$ cat config.mk
export PLATFORM = sky130hd
export DESIGN_NAME = stp_div
export DESIGN_NICKNAME = d
export VERILOG_FILES = /design/src/hdl/synapse_short_term_plasticity_top_assert.svh /design/src/hdl/stp_pkg.sv /design/src/hdl/stp_div.sv
export SDC_FILE = /design/constraint.sdc
export NUM_CORES = 1
export LEC_CHECK = 0
export ABC_CLOCK_PERIOD_IN_PS = 11700
export BUFFER_PORTS_ARGS = -buffer_cell sky130_fd_sc_hd__buf_2
export CORE_MARGIN = 2
export CORE_UTILIZATION = 40
export CTS_BUF_LIST = sky130_fd_sc_hd__clkbuf_8
export DETAILED_ROUTE_END_ITERATION = 6
export SLEW_MARGIN = 25
export SYNTH_ARGS = -nofsm -noshare
export SYNTH_HDL_FRONTEND = slang
export SYNTH_SLANG_ARGS = --single-unit
$ cat constraint.sdc
create_clock -name clk -period 11.7 [get_ports clk]
set_input_delay 2.34 -clock clk [delete_from_list [all_inputs] [get_ports clk]]
set_output_delay 2.34 -clock clk [all_outputs]
set_load 0.05 [all_outputs]
$ cat src/hdl/synapse_short_term_plasticity_top_assert.svh
// Assertion macros shared by the synapse plasticity block.
`ifndef SYNAPSE_SHORT_TERM_PLASTICITY_TOP_ASSERT_SVH
`define SYNAPSE_SHORT_TERM_PLASTICITY_TOP_ASSERT_SVH

// Same-cycle implication, checked on every clock edge outside reset.
`define STP_ASSERT_IMP(label, ante, cons) \
  label: assert property (@(posedge clk) disable iff (rst) (ante) |-> (cons)) \
    else $error("stp: same-cycle check failed");

// Next-cycle implication, checked on every clock edge outside reset.
`define STP_ASSERT_NXT(label, ante, cons) \
  label: assert property (@(posedge clk) disable iff (rst) (ante) |=> (cons)) \
    else $error("stp: next-cycle check failed");

`endif

$ cat src/hdl/stp_pkg.sv
// Shared constants, types and helpers of the synapse plasticity block.
package stp_pkg;

  localparam int FRAC_BITS = 16;
  localparam int LVL_W     = 20;
  localparam int RATE_W    = 17;
  localparam int PROB_W    = 17;
  localparam int CNT_W     = 7;
  localparam int IDX_W     = 6;
  localparam int SAMPLE_W  = 16;
  localparam int CMD_W     = 3;
  localparam int ACC_W     = 41;
  localparam int MUL_B_W   = 21;
  localparam int NUM_W     = LVL_W + FRAC_BITS;
  localparam int ADDR_W    = 5;
  localparam int DATA_W    = 32;
  localparam int MAX_SYNAPSES_DEF = 64;

  typedef logic [LVL_W-1:0]  lvl_t;
  typedef logic [RATE_W-1:0] rate_t;
  typedef logic [ACC_W-1:0]  acc_t;

  localparam lvl_t  LVL_ONE  = LVL_W'(1 << FRAC_BITS);
  localparam lvl_t  LVL_MAX  = '1;
  localparam rate_t RATE_ONE = RATE_W'(1 << FRAC_BITS);
  localparam acc_t  PROD_CAP = ACC_W'(64'd1 << (ACC_W - 1));

  typedef enum logic [CMD_W-1:0] {
    CMD_INIT_PR = 3'd0,
    CMD_INIT_F  = 3'd1,
    CMD_INIT_D1 = 3'd2,
    CMD_INIT_D2 = 3'd3,
    CMD_REINIT  = 3'd4,
    CMD_TICK    = 3'd5,
    CMD_SPIKE   = 3'd6
  } cmd_t;

  typedef enum logic [2:0] {
    REG_DELTA_F     = 3'd0,
    REG_FAST_FACTOR = 3'd1,
    REG_SLOW_FACTOR = 3'd2,
    REG_RATE_F      = 3'd3,
    REG_RATE_FAST   = 3'd4,
    REG_RATE_SLOW   = 3'd5,
    REG_SYN_COUNT   = 3'd6
  } reg_idx_t;

  // Running state of one synapse.
  typedef struct packed {
    lvl_t scale;
    lvl_t slow;
    lvl_t fast;
    lvl_t facil;
  } syn_state_t;

  // Initial values of one synapse.
  typedef struct packed {
    lvl_t slow;
    lvl_t fast;
    lvl_t facil;
    lvl_t prob;
  } syn_init_t;

  // Clamp a wide value to the largest level code.
  function automatic lvl_t sat_level(input acc_t v);
    return (v > acc_t'(LVL_MAX)) ? LVL_MAX : v[LVL_W-1:0];
  endfunction

endpackage

$ cat src/hdl/stp_div.sv
// Restoring divider for the release scale, one quotient bit per cycle, saturating.
module stp_div import stp_pkg::*; (
  input  logic             clk,
  input  logic             rst,
  input  logic             start,
  input  logic [NUM_W-1:0] num,
  input  acc_t             den,
  output lvl_t             q,
  output logic             done
);

  localparam int CW = $clog2(LVL_W + 1);
  localparam int TW = ACC_W + 1;

  typedef enum logic {D_IDLE, D_RUN} dstate_t;

  dstate_t          dstate;
  logic [CW-1:0]    cnt;
  acc_t             rem;
  acc_t             den_r;
  lvl_t             low;
  acc_t             num_hi;
  logic [TW-1:0]    trial;
  logic [TW-1:0]    diff;
  logic             fits;

  assign num_hi = acc_t'(num[NUM_W-1:LVL_W]);
  assign trial  = {rem, low[LVL_W-1]};
  assign diff   = trial - {1'b0, den_r};
  assign fits   = (trial >= {1'b0, den_r});

  always_ff @(posedge clk) begin
    if (rst) begin
      dstate <= D_IDLE;
      done   <= 1'b0;
      cnt    <= '0;
    end else begin
      done <= 1'b0;
      unique case (dstate)
        D_IDLE: begin
          if (start) begin
            // A zero divisor or a quotient of 2^20 or more saturates at once.
            if ((den == '0) || (num_hi >= den)) begin
              q    <= LVL_MAX;
              done <= 1'b1;
            end else begin
              rem    <= num_hi;
              low    <= num[LVL_W-1:0];
              den_r  <= den;
              q      <= '0;
              cnt    <= CW'(LVL_W);
              dstate <= D_RUN;
            end
          end
        end
        D_RUN: begin
          rem <= fits ? diff[ACC_W-1:0] : trial[ACC_W-1:0];
          q   <= {q[LVL_W-2:0], fits};
          low <= {low[LVL_W-2:0], 1'b0};
          cnt <= cnt - CW'(1);
          if (cnt == CW'(1)) begin
            done   <= 1'b1;
            dstate <= D_IDLE;
          end
        end
        default: dstate <= D_IDLE;
      endcase
    end
  end

endmodule

==> out/metrics.csv <==
metric;value;unit
p_leak;4.026;nW
startpoint_type;input port;
grt_pass1_wl;31.02;mm
synth-seq-cells;129;
power;1.324;mW
synth_compound_area_share;17.33;%
rsz0062_at_grt;false;
switching_power;438.8;µW
drive_gt1_share;20.16;%
clock_latency;460;ps
hold_path_class;reg2reg;
worstSetupStartpoint;den[1];
avgSynthCellArea;10.46;µm²
synthCells;773;
synth_xor_area_share;3.465;%
path_class;in2reg;
tightest_slew;923.4;ps
cts_hold_buf;0;
fin_crit;5074;ps
first_global_vias;5943;
finalSetupTns;0;ps
cp.required;11810;ps
clkPwrFrac;27.4;%
drc;0;
hold_viol_final;0;
antenna_left;0;
r2r_setup_slack;7600;ps
gp_congestion;0.8548;
cp_max_fo;27;
skew;12.20;ps
rows;52;
fp.dieArea;21370;µm²
drv_slew;0;
status;finished, final reports clean;
fillers;1986;
netSwitchingFraction;33.14;%
cts.clk_slew.worst_paths;70;ps
regToRegStartpoint;low[19]$_DFFE_PP_;
yosysSeqAreaShare;47.03;%
wl_per_cell;16.47;µm
vdd_ir_drop_max;80.80;µV
numCtsBuffers;17;
drt_wl_total;18.99;mm
yosys.cell_types.count;69;
cts_tree;built;
cts.htree.levels;4;
cts_root_buf;clkbuf_8;
grt_max_degree;67;
p_comb_share;28.7;%
io_pins;101;
diodes;0;
max_freq;197.1;MHz
final_cell_mix;122 x edfxtp_1, 100 x buf_2, 78 x inv_1;
via_per_inst;5.227;
drt_pass1_iterations;5;
seq_power_share;43.9;%
synth_area;8088;µm²
core-area;20040;µm²
p_per_area;143.2;nW/µm²
cts.path.max_buffers;2;
postCtsSetupBuffers;0;
die_h;146.2;µm
numPortBuffers;100;
regArea;3805;µm²
synth-edff-count;122;
multiInputGateArea;3899;µm²
vias;6027;
final_common_cell;edfxtp_1;
hpwlAfterDp;14.06;mm
synth.net_count;913;
synthArstFlopShare;0;%
grt-ovfl-total;0;
drt_iter0_drc;392;
synthMuxAreaShare;6.358;%
synth_top_family_by_area;compound AO/OA/AOI/OAI gates;
cts_sinks;129;
min_from;cnt[3]$_SDFFE_PP0P_;
synth_ff_type;edfxtp_1;
syn_to_final_growth;14.34;%
yosys.area_share.adder;9.375;%
yosys.area_share.simple;11.49;%
arrival;5190;ps
relSlewSlack;38.37;%
yosysWarnings;0;
grt_usage;18.30;%
end_kind;register;
period_share;43.37;%
fp.dieW;146.2;µm
setup_viol;0;
start_util;40.36;%
maxCapViolCount;0;
cts_resized;0;
antenna_found_initial;0;
p_int;885.6;µW
layout.nets;1010;
## registers in the layout, indices dropped and copies added (netlist names)
signal and flops:
q 20, dstate 1, done 1, den_r 41, low 20, rem 41, cnt 5
## cell usage after synthesis (5+ instances only)
| library cell | instances | area (µm²) |
|---|---|---|
| a21boi_0 | 5 | 37.54 |
| a21o_1 | 39 | 292.8 |
| a21oi_1 | 60 | 300.3 |
| a31oi_1 | 7 | 43.79 |
| and3_1 | 5 | 31.28 |
| clkbuf_1 | 25 | 93.84 |
| dfxtp_1 | 7 | 140.1 |
| edfxtp_1 | 122 | 3664 |
| ha_1 | 59 | 738.2 |
| inv_1 | 76 | 285.3 |
| mux2_2 | 19 | 214.0 |
| mux2i_1 | 30 | 300.3 |
| nand2_1 | 39 | 146.4 |
| nand2b_1 | 6 | 37.54 |
| nand3_1 | 17 | 85.08 |
| nand4_1 | 11 | 68.82 |
| nor2_1 | 63 | 236.5 |
| nor2b_1 | 6 | 37.54 |
| nor3_1 | 12 | 60.06 |
| nor4_1 | 10 | 62.56 |
| o21a_1 | 10 | 75.07 |
| o21ai_0 | 26 | 130.1 |
| o21ai_1 | 7 | 35.03 |
| o21bai_1 | 6 | 45.04 |
| or3_1 | 5 | 31.28 |
| xnor2_1 | 20 | 175.2 |
| xor2_1 | 12 | 105.1 |
## power groups by stage
stage                     clock, mW  sequential (mW)  combinational, mW
after floorplan                   0            0.604              0.273
after global placement            0            0.591              0.377
after detailed placement          0            0.591              0.380
after CTS                     0.372            0.581              0.382
after global routing          0.392            0.586              0.425
final                         0.363            0.581              0.381
## layout make-up
| cell class | instances | share of cell area [%] |
|---|---|---|
| Timing Repair Buffer | 107 | 5.980 |
| Inverter | 76 | 3.085 |
| Clock buffer | 18 | 2.679 |
| Sequential cell | 129 | 41.14 |
| Clock inverter | 14 | 1.299 |
| Multi-Input combinational cell | 539 | 42.16 |
| Tap cell | 270 | 3.653 |
## worst max-delay path: stages
cell and delay, ps:
buf_2 110, inv_1 40, ha_1 280, nor2b_1 130
o21ai_0 140, a21boi_0 130, o211ai_1 190, a211oi_1 90
o311a_1 360, o21ai_0 230, nand2_1 200, nor2_4 480
buf_4 430
## worst paths after layout
check | end | depth (start not counted)
max | den_r[19]$_DFFE_PP_ | 13
max reg2reg | rem[23]$_SDFFCE_PN0P_ | 14
min | cnt[3]$_SDFFE_PP0P_ | 1
min reg2reg | cnt[3]$_SDFFE_PP0P_ | 1
## cells by family (layout without fill, tap and decap cells)
group,after synthesis,after routing
and+or+nand+nor,191,191
AOI/OAI and AO/OA,207,207
adders and majority gates,60,60
DFF,129,129
buffers and inverters,105,215
muxes,49,49
xor gates and xnor gates,32,32
## metal layers
layer	up-vias	GRT usage [%]	wire (µm)
met5	-	0	0
met4	0	5.243	325
met3	23	4.125	744
met2	126	29.76	8776
met1	2836	24.65	9142
li1	3042	-	-
## through the flow
stage	setup slack [ps]	util (%)	cells	hold slack, ps	cell area (µm²)
after global routing	6348	46.15	1153	526.1	9248
after CTS	6593	46.15	1153	504.5	9248
after floorplan	4852	-	773	449.8	8088
final	6626	46.15	1153	504.9	9248
after detailed placement	6091	44.31	1121	493.4	8880
after global placement	6164	44.31	1121	469.7	8880
Note: power is estimated with default switching activity, not from simulation.
