`src/hdl/synapse_short_term_plasticity_top_assert.svh`:
```
// Assertion macros shared by the synapse plasticity block.
`ifndef SYNAPSE_SHORT_TERM_PLASTICITY_TOP_ASSERT_SVH
`define SYNAPSE_SHORT_TERM_PLASTICITY_TOP_ASSERT_SVH

// Same-cycle implication, checked on every clock edge outside reset.
`define STP_ASSERT_IMP(label, ante, cons) \
  label: assert property (@(posedge clk) disable iff (rst) (ante) |-> (cons)) \
    else $error("stp: same-cycle check failed");

// Next-cycle implication, checked on every clock edge outside reset.
`define STP_ASSERT_NXT(label, ante, cons) \
  label: assert property (@(posedge clk) disable iff (rst) (ante) |=> (cons)) \
    else $error("stp: next-cycle check failed");

`endif

```
`src/hdl/stp_pkg.sv`:
```
// Shared constants, types and helpers of the synapse plasticity block.
package stp_pkg;

  localparam int FRAC_BITS = 16;
  localparam int LVL_W     = 20;
  localparam int RATE_W    = 17;
  localparam int PROB_W    = 17;
  localparam int CNT_W     = 7;
  localparam int IDX_W     = 6;
  localparam int SAMPLE_W  = 16;
  localparam int CMD_W     = 3;
  localparam int ACC_W     = 41;
  localparam int MUL_B_W   = 21;
  localparam int NUM_W     = LVL_W + FRAC_BITS;
  localparam int ADDR_W    = 5;
  localparam int DATA_W    = 32;
  localparam int MAX_SYNAPSES_DEF = 64;

  typedef logic [LVL_W-1:0]  lvl_t;
  typedef logic [RATE_W-1:0] rate_t;
  typedef logic [ACC_W-1:0]  acc_t;

  localparam lvl_t  LVL_ONE  = LVL_W'(1 << FRAC_BITS);
  localparam lvl_t  LVL_MAX  = '1;
  localparam rate_t RATE_ONE = RATE_W'(1 << FRAC_BITS);
  localparam acc_t  PROD_CAP = ACC_W'(64'd1 << (ACC_W - 1));

  typedef enum logic [CMD_W-1:0] {
    CMD_INIT_PR = 3'd0,
    CMD_INIT_F  = 3'd1,
    CMD_INIT_D1 = 3'd2,
    CMD_INIT_D2 = 3'd3,
    CMD_REINIT  = 3'd4,
    CMD_TICK    = 3'd5,
    CMD_SPIKE   = 3'd6
  } cmd_t;

  typedef enum logic [2:0] {
    REG_DELTA_F     = 3'd0,
    REG_FAST_FACTOR = 3'd1,
    REG_SLOW_FACTOR = 3'd2,
    REG_RATE_F      = 3'd3,
    REG_RATE_FAST   = 3'd4,
    REG_RATE_SLOW   = 3'd5,
    REG_SYN_COUNT   = 3'd6
  } reg_idx_t;

  // Running state of one synapse.
  typedef struct packed {
    lvl_t scale;
    lvl_t slow;
    lvl_t fast;
    lvl_t facil;
  } syn_state_t;

  // Initial values of one synapse.
  typedef struct packed {
    lvl_t slow;
    lvl_t fast;
    lvl_t facil;
    lvl_t prob;
  } syn_init_t;

  // Clamp a wide value to the largest level code.
  function automatic lvl_t sat_level(input acc_t v);
    return (v > acc_t'(LVL_MAX)) ? LVL_MAX : v[LVL_W-1:0];
  endfunction

endpackage

```
`src/hdl/stp_mul.sv`:
```
// Capped fixed-point multiplier built from two half-width partial products.
module stp_mul import stp_pkg::*; (
  input  logic               clk,
  input  logic               rst,
  input  logic               start,
  input  acc_t               a,
  input  logic [MUL_B_W-1:0] b,
  output acc_t               res,
  output logic               done,
  output logic               busy
);

  localparam int HI_W   = ACC_W - MUL_B_W;
  localparam int PROD_W = 2 * MUL_B_W;
  localparam int SUM_W  = ACC_W + MUL_B_W + 1;
  localparam int SHR_W  = SUM_W - FRAC_BITS;

  typedef enum logic [1:0] {P_IDLE, P_LO, P_HI, P_SUM} phase_t;

  phase_t              phase;
  acc_t                a_r;
  logic [MUL_B_W-1:0]  b_r;
  logic [PROD_W-1:0]   lo_r;
  logic [PROD_W-1:0]   hi_r;
  logic [MUL_B_W-1:0]  m_x;
  logic [PROD_W-1:0]   prod;
  logic [SUM_W-1:0]    sum;
  logic [SHR_W-1:0]    shifted;

  // One shared multiplier: low half of a first, then the high half.
  assign m_x  = (phase == P_LO) ? a_r[MUL_B_W-1:0] : MUL_B_W'(a_r[ACC_W-1:MUL_B_W]);
  assign prod = m_x * b_r;

  // Recombine the halves, drop the fraction, cap the result.
  assign sum     = SUM_W'({hi_r[HI_W+MUL_B_W-1:0], {MUL_B_W{1'b0}}}) + SUM_W'(lo_r);
  assign shifted = sum[SUM_W-1:FRAC_BITS];
  assign busy    = (phase != P_IDLE);

  always_ff @(posedge clk) begin
    if (rst) begin
      phase <= P_IDLE;
      done  <= 1'b0;
    end else begin
      done <= 1'b0;
      unique case (phase)
        P_IDLE: begin
          if (start) begin
            a_r   <= a;
            b_r   <= b;
            phase <= P_LO;
          end
        end
        P_LO: begin
          lo_r  <= prod;
          phase <= P_HI;
        end
        P_HI: begin
          hi_r  <= prod;
          phase <= P_SUM;
        end
        P_SUM: begin
          res   <= (shifted > SHR_W'(PROD_CAP)) ? PROD_CAP : shifted[ACC_W-1:0];
          done  <= 1'b1;
          phase <= P_IDLE;
        end
        default: phase <= P_IDLE;
      endcase
    end
  end

endmodule

```
`config.mk`:
```
export PLATFORM = sky130hd
export DESIGN_NAME = stp_mul
export DESIGN_NICKNAME = d
export VERILOG_FILES = /design/src/hdl/synapse_short_term_plasticity_top_assert.svh /design/src/hdl/stp_pkg.sv /design/src/hdl/stp_mul.sv
export SDC_FILE = /design/constraint.sdc
export NUM_CORES = 1
export LEC_CHECK = 0
export ABC_AREA = 1
export BUFFER_PORTS_ARGS = -buffer_cell sky130_fd_sc_hd__buf_2
export CAP_MARGIN = 15
export CORE_MARGIN = 8
export CORE_UTILIZATION = 45
export CTS_CLUSTER_SIZE = 16
export DETAILED_ROUTE_END_ITERATION = 8
export SETUP_SLACK_MARGIN = 0.3
export SLEW_MARGIN = 40
export SYNTH_ARGS = -nofsm -noshare
export SYNTH_HDL_FRONTEND = slang
export SYNTH_SLANG_ARGS = --single-unit
```
`constraint.sdc`:
```
create_clock -name clk -period 9 [get_ports clk]
set_clock_uncertainty 0.1 [all_clocks]
set_input_delay 1.8 -clock clk [delete_from_list [all_inputs] [get_ports clk]]
set_output_delay 1.8 -clock clk [all_outputs]
set_load 0.02 [all_outputs]
```
==> metrics.md, run 1 <==
| Metric | Value |
|---|---|
| Setup Crit Path Kind | flop to flop |
| Setup TNS | 0 ns |
| Status | finished, final reports clean |
| # rows | 83 |
| Starting Density | 45.2% |
| Synthesis warning total | 0 |
| Layout cells sized above 1 | 10.6% |
| Met3 Wirelength | between 4000 and 5000 µm |
| GRT Util Overall | 23.7% |
| I/O pins | 108 |
| Worst path required time | 9.11 ns |
| Area of the core | 51000 µm² |
| First-pass GRT wire length | 107000 µm |
| Post-synth top area cell | fa_1 |
| Root buffer cell | clkbuf_16 |
| Clk_lat worst skew | 0.48 ns |
| Post-synth top area share | 31.2% |
| Clk buf depth | 2 |
| Setup repair bufs after CTS | 0 |
| Total congestion overflow | 0 |
| Syn_nets | 3275 |
| Crit-path max cell delay | 0.58 ns |
| Critical path fanouts, max | 13 |
| CTS tree | done |
| Router iterations before antenna repair | 6 |
| CTS Buf Count | 17 |
| Slowest CP cell | fa_1 |
| Most common cell on crit path | fa_1 |
| Final Hold Viols | 0 |
| WL met2 | approximately 34000 µm |
| Total Routed Length | ~69000 µm |
| Mapped cell area | 23100 µm² |
| DR vias | 17700 |
| N_diodes | 0 |
| Final setup violation count | 0 |
| Pin count of the biggest net entering global routing | 63 |
| Die width | 242 µm |
| DRC violations left | 0 |
| DR top layer | met4 |
| Reg clk slew, reported paths | 0.07 ns |
| Via density | just over 5 |
| Gates resized, CTS repair | 0 |
| Commonest non-fill, non-tap cell in the layout | inv_1 |
| Count of clock tree sinks | 173 |
| Fin. max-slew vios | 0 |
| # hold bufs at CTS | 0 |
| Post-synth EDFFs | 170 |
| Largest cells by area after synthesis | fa_1 (31%), edfxtp_1 (22%), inv_1 (10%) |
| Highest clock rate | 121 MHz |
| Routed wire per std cell | 19.8 µm |
| Synth Area per Inst | 8.63 µm² |
| IO Port Bufs | 107 |
| Final GP Congestion | 0.975 |
| Rel. slew slack | 41.3% |
| Final ANT Viol Nets | 0 |
| Dpl cell area | 24600 µm² |
| Minimum clock period | 8.26 ns |
| DIE AREA | 58800 µm² |
| Async set or reset register ratio after synthesis | 0% |
| Commonest non-fill, non-tap cells in the layout | inv_1 (625), nand2_1 (526), fa_1 (359) |
| Tightest Pin Transition | 0.880 ns |
| Register area share after synthesis | roughly 22% |
| Unrepaired setup endpoints after global routing | no |
| Max-Cap Viols | 0 |
| Final #Nets | between 3000 and 4000 |
| Wl on met1 | 27400 µm |
| Crit path DAT | 8.37 ns |
| Final HPWL from detailed placement | 57800 µm |
| Cell variety after synth | 42 |
| H-tree depth | 4 |
| Register bit count reported by yosys | 173 |
| Most used flip-flop cell after synthesis | edfxtp_1 |
| Critical path startpoint category | flop |
| Fillers | 4917 |
| Period utilization | 91.8% |
| Initial antenna violation count | 0 |
| Vias in the first global route | 19200 |
| Gate Count Post-Synth | 2674 |
| Hold Crit Class | flop to flop |
| Initial DRC Count | 980 |
| Die height | 242 µm |
| Crit. End Element | flop |
| Design Area, Final | 25200 µm² |
| Area added between synthesis and finish | 9.24% |
-- kinds of logic after synthesis --
kind of cell | share of synthesized area [%]
buf+inv | 11.9
simple gates | 18.3
flops | 22.4
compound gates | 4.82
xor+xnor | 1.82
fa+ha+maj | 40.8
-- stage by stage --
stage / hold slack (ns) / util (%) / setup WS, ns / std cells
after detailed placement: 0.446 / 48.3 / 0.720 / 3443
after CTS: 0.461 / 49.4 / 0.682 / 3475
after global routing: 0.498 / 49.4 / 0.319 / 3475
after floorplan: 0.398 / - / 1.79 / 2674
final: 0.457 / 49.4 / 0.736 / 3475
after global placement: 0.416 / 48.1 / 0.640 / 3438
-- synthesized netlist by cell type (3+ instances only) --
master    count
a21oi_2      40
nor3_1       11
edfxtp_1    170
ha_1        177
nor2_2       18
nor2_1      343
a21o_1        3
buf_6         8
or2_2        20
o21bai_1      6
inv_1       626
clkbuf_1     62
dfxtp_1       3
fa_1        359
nor4_1        6
nand2_2       3
o21ai_1      11
nand2_1     526
clkinv_1     12
xor2_1       32
nand4_1      25
xnor2_1      16
nand3_2       7
o21a_1        4
inv_2         5
nand3_1      52
a21oi_1      54
nand3b_1      5
a31oi_1      15
o21ai_0      39
-- critical path, delay by kind of cell, from the launching register on --
kind | cells | cell delay, ns
flops | 1 | 0.33
buf+inv | 8 | 1.04
simple gates | 5 | 0.63
compound gates | 6 | 1.58
xor+xnor | 1 | 0.12
fa+ha+maj | 9 | 4.18
-- layout make-up --
class / count / area (µm²) / area share, %
Sequential cell: 173 / 5160 / 20.5
Clock buffer: 17 / 425 / 1.69
Tap cell: 680 / 851 / 3.38
Clock inverter: 15 / 151 / 0.601
Timing Repair Buffer: 161 / 1010 / 4.00
Inverter: 643 / 2410 / 9.58
Multi-Input combinational cell: 1786 / 15200 / 60.3
-- per-layer routing --
| layer | GRT usage (%) | vias to the layer above |
|---|---|---|
| li1 | - | 8263 |
| met1 | 28.0 | 8688 |
| met2 | 41.2 | 644 |
| met3 | 4.60 | 148 |
| met4 | 11.0 | 0 |
| met5 | 0 | - |
-- registers in the layout, summed over array words and instances (netlist names) --
name,cells
res,41
done,1
a_r,41
phase,2
b_r,21
lo_r,26
hi_r,41
-- final timing paths --
| kind | from | endpoint | cells past startpoint | slack, ns |
|---|---|---|---|---|
| worst min-delay path | phase[1] | phase[1] | 2 | 0.46 |
| worst max-delay path | phase[1] | hi_r[37] | 29 | 0.74 |
| worst max register to register | phase[1] | hi_r[37] | 29 | 0.74 |
| worst min register to register | phase[1] | phase[1] | 2 | 0.46 |
Power of run 1 is not shown: default switching activity piles up to over one toggle a cycle in this logic, so the estimate is an artifact.
==> run 2: changes to the inputs <==
==> constraint.sdc (replaced) <==
create_clock -name clk -period 9.3 [get_ports clk]
set_clock_uncertainty 0.1 [all_clocks]
set_input_delay 0.465 -clock clk [delete_from_list [all_inputs] [get_ports clk]]
set_output_delay 0.465 -clock clk [all_outputs]
set_load 0.02 [all_outputs]
==> metrics.md, run 2 (synthesis results as in run 1) <==
| Metric | Value |
|---|---|
| Via density | 5.06 (-0.93%) |
| Fin. max-slew vios | 0 (unchanged) |
| Crit. End Element | flop |
| # hold bufs at CTS | 0 (unchanged) |
| Hold Crit Class | primary input to flop |
| Die height | 242 µm (unchanged) |
| DR vias | 17500 (-1.3%) |
| GRT Util Overall | 22.9% (-0.81 points) |
| Total Routed Length | 66100 µm (-4.1%) |
| Routed wire per std cell | 19.1 µm (-3.7%) |
| Area of the core | 51000 µm² (unchanged) |
| Layout cells sized above 1 | 10.2% (-0.35 points) |
| Setup Crit Path Kind | flop to flop |
| Pin count of the biggest net entering global routing | 63 (unchanged) |
| Worst reg2reg startpoint | phase[1] |
| Crit path capture | hi_r[37] |
| Period utilization | 93.3% (+1.5 points) |
| Die width | 242 µm (unchanged) |
| First-pass GRT wire length | 104000 µm (-2.7%) |
| # rows | 83 (unchanged) |
| Clk buf depth | 2 (unchanged) |
| N_diodes | 0 (unchanged) |
| IO Port Bufs | 107 (unchanged) |
| DIE AREA | 58800 µm² (unchanged) |
| Count of clock tree sinks | 173 (unchanged) |
| Slowest CP cell | fa_1 |
| Critical path startpoint category | flop |
| Final setup violation count | 0 (unchanged) |
| FF-to-FF setup slack | 0.62 ns (-0.11 ns) |
| Rel. slew slack | 40.8% (-0.45 points) |
| Commonest non-fill, non-tap cell in the layout | inv_1 |
| Unrepaired setup endpoints after global routing | no |
| Reg clk slew, reported paths | 0.09 ns (+0.02 ns) |
| Minimum clock period | 8.68 ns (+0.415 ns) |
| Crit-path max cell delay | 0.59 ns (about the same) |
| Starting Density | 45.2% (unchanged) |
| Worst path required time | 9.41 ns (+0.30 ns) |
| H-tree depth | 4 (unchanged) |
| Final ANT Viol Nets | 0 (unchanged) |
| WHS Path Cells | 1 (-1) |
| Max-Cap Viols | 0 (unchanged) |
| Critical path fanouts, max | 21 (+8) |
| Clk_lat worst skew | 0.49 ns (about the same) |
| I/O pins | 108 (unchanged) |
| Final Hold Viols | 0 (unchanged) |
| Total congestion overflow | 0 (unchanged) |
| Crit path DAT | 8.78 ns (+0.41 ns) |
| Setup repair bufs after CTS | 0 (unchanged) |
| Router iterations before antenna repair | 5 (-1) |
| Reg2Reg Depth | 28 (-3.4%) |
| Worst R2R End | hi_r[37] |
| Largest registers | a_r x41, hi_r x41, res x41 |
| Root buffer cell | clkbuf_16 |
| Vias in the first global route | 18900 (-1.6%) |
| Final HPWL from detailed placement | 56900 µm (-1.6%) |
| Initial antenna violation count | 0 (unchanged) |
| Tightest Pin Transition | 0.882 ns (+0.00183 ns) |
| CTS Buf Count | 17 (unchanged) |
| Commonest non-fill, non-tap cells in the layout | inv_1 (626), nand2_1 (526), fa_1 (359) |
| Area added between synthesis and finish | 9.22% (about the same) |
| Final GP Congestion | 0.964 (-1.2%) |
| Gates resized, CTS repair | 0 (unchanged) |
| Initial DRC Count | 1088 (+11%) |
| Most common cell on crit path | fa_1 |
| Setup TNS | 0 ns (unchanged) |
| Status | finished, final reports clean |
| Crit path from | phase[1] |
| Highest clock rate | 115 MHz (-4.8%) |
| CTS tree | done |
| Final #Nets | 3370 (-0.38%) |
| DRC violations left | 0 (unchanged) |
## run 2: changes by cell type in the layout (fill, tap and decap cells not counted), moves of 2 or more
cell / before / now
clkinv_8: 3 / 5
inv_12: 1 / 3
clkinvlp_4: 2 / 0
buf_6: 1 / 3
o21ai_1: 14 / 12
buf_8: 3 / 1
buf_4: 48 / 34
clkinv_1: 14 / 12
inv_6: 4 / 2
## run 2: cell type report
type	instances	area (µm²)
clock buffer	17	425
clock inverter	15	229
fill	4916	25800
inverter	643	2410
multi-input combinational	1786	15200
sequential	173	5160
tap	680	851
timing repair buffer	148	922
## run 2: worst min-delay path by stage
stage                   from       end
floorplan           phase[1]  phase[1]
global placement    phase[1]  phase[1]
detailed placement  phase[1]  phase[1]
CTS                     b[0]    b_r[0]
global route           a[31]   a_r[31]
finish                 a[31]   a_r[31]
## run 2: stage by stage
step | utilization (%) | area (µm²) | hold slack, ns | instances | setup slack [ns]
after floorplan | - | 23100 | 0.398 | 2674 | 2.09
after global placement | 47.9 | 24400 | 0.416 | 3424 | 0.770
after detailed placement | 48.1 | 24500 | 0.439 | 3429 | 0.776
after CTS | 49.4 | 25200 | 0.0109 | 3461 | 0.747
after global routing | 49.4 | 25200 | 0.0199 | 3462 | 0.332
final | 49.4 | 25200 | 0.0416 | 3462 | 0.621
## run 2: metal layers
metal / part of all wire, % / track usage (%) / vias up
li1: - / - / 8253
met1: 40 / 28.0 / 8555
met2: 48 / 38.8 / 574
met3: 6.9 / 4.67 / 131
met4: 4.4 / 9.90 / 0
met5: 0 / 0 / -
## run 2: worst max-delay path: cells and delay by family, from the launching register on
| kind | cells | cell delay (ns) |
|---|---|---|
| fa+ha+maj | 9 | 4.13 |
| flops | 1 | 0.33 |
| compound gates | 6 | 1.86 |
| simple gates | 5 | 0.88 |
| buf+inv | 7 | 0.95 |
| xor+xnor | 1 | 0.14 |
Power of run 2 is left out for the same reason.
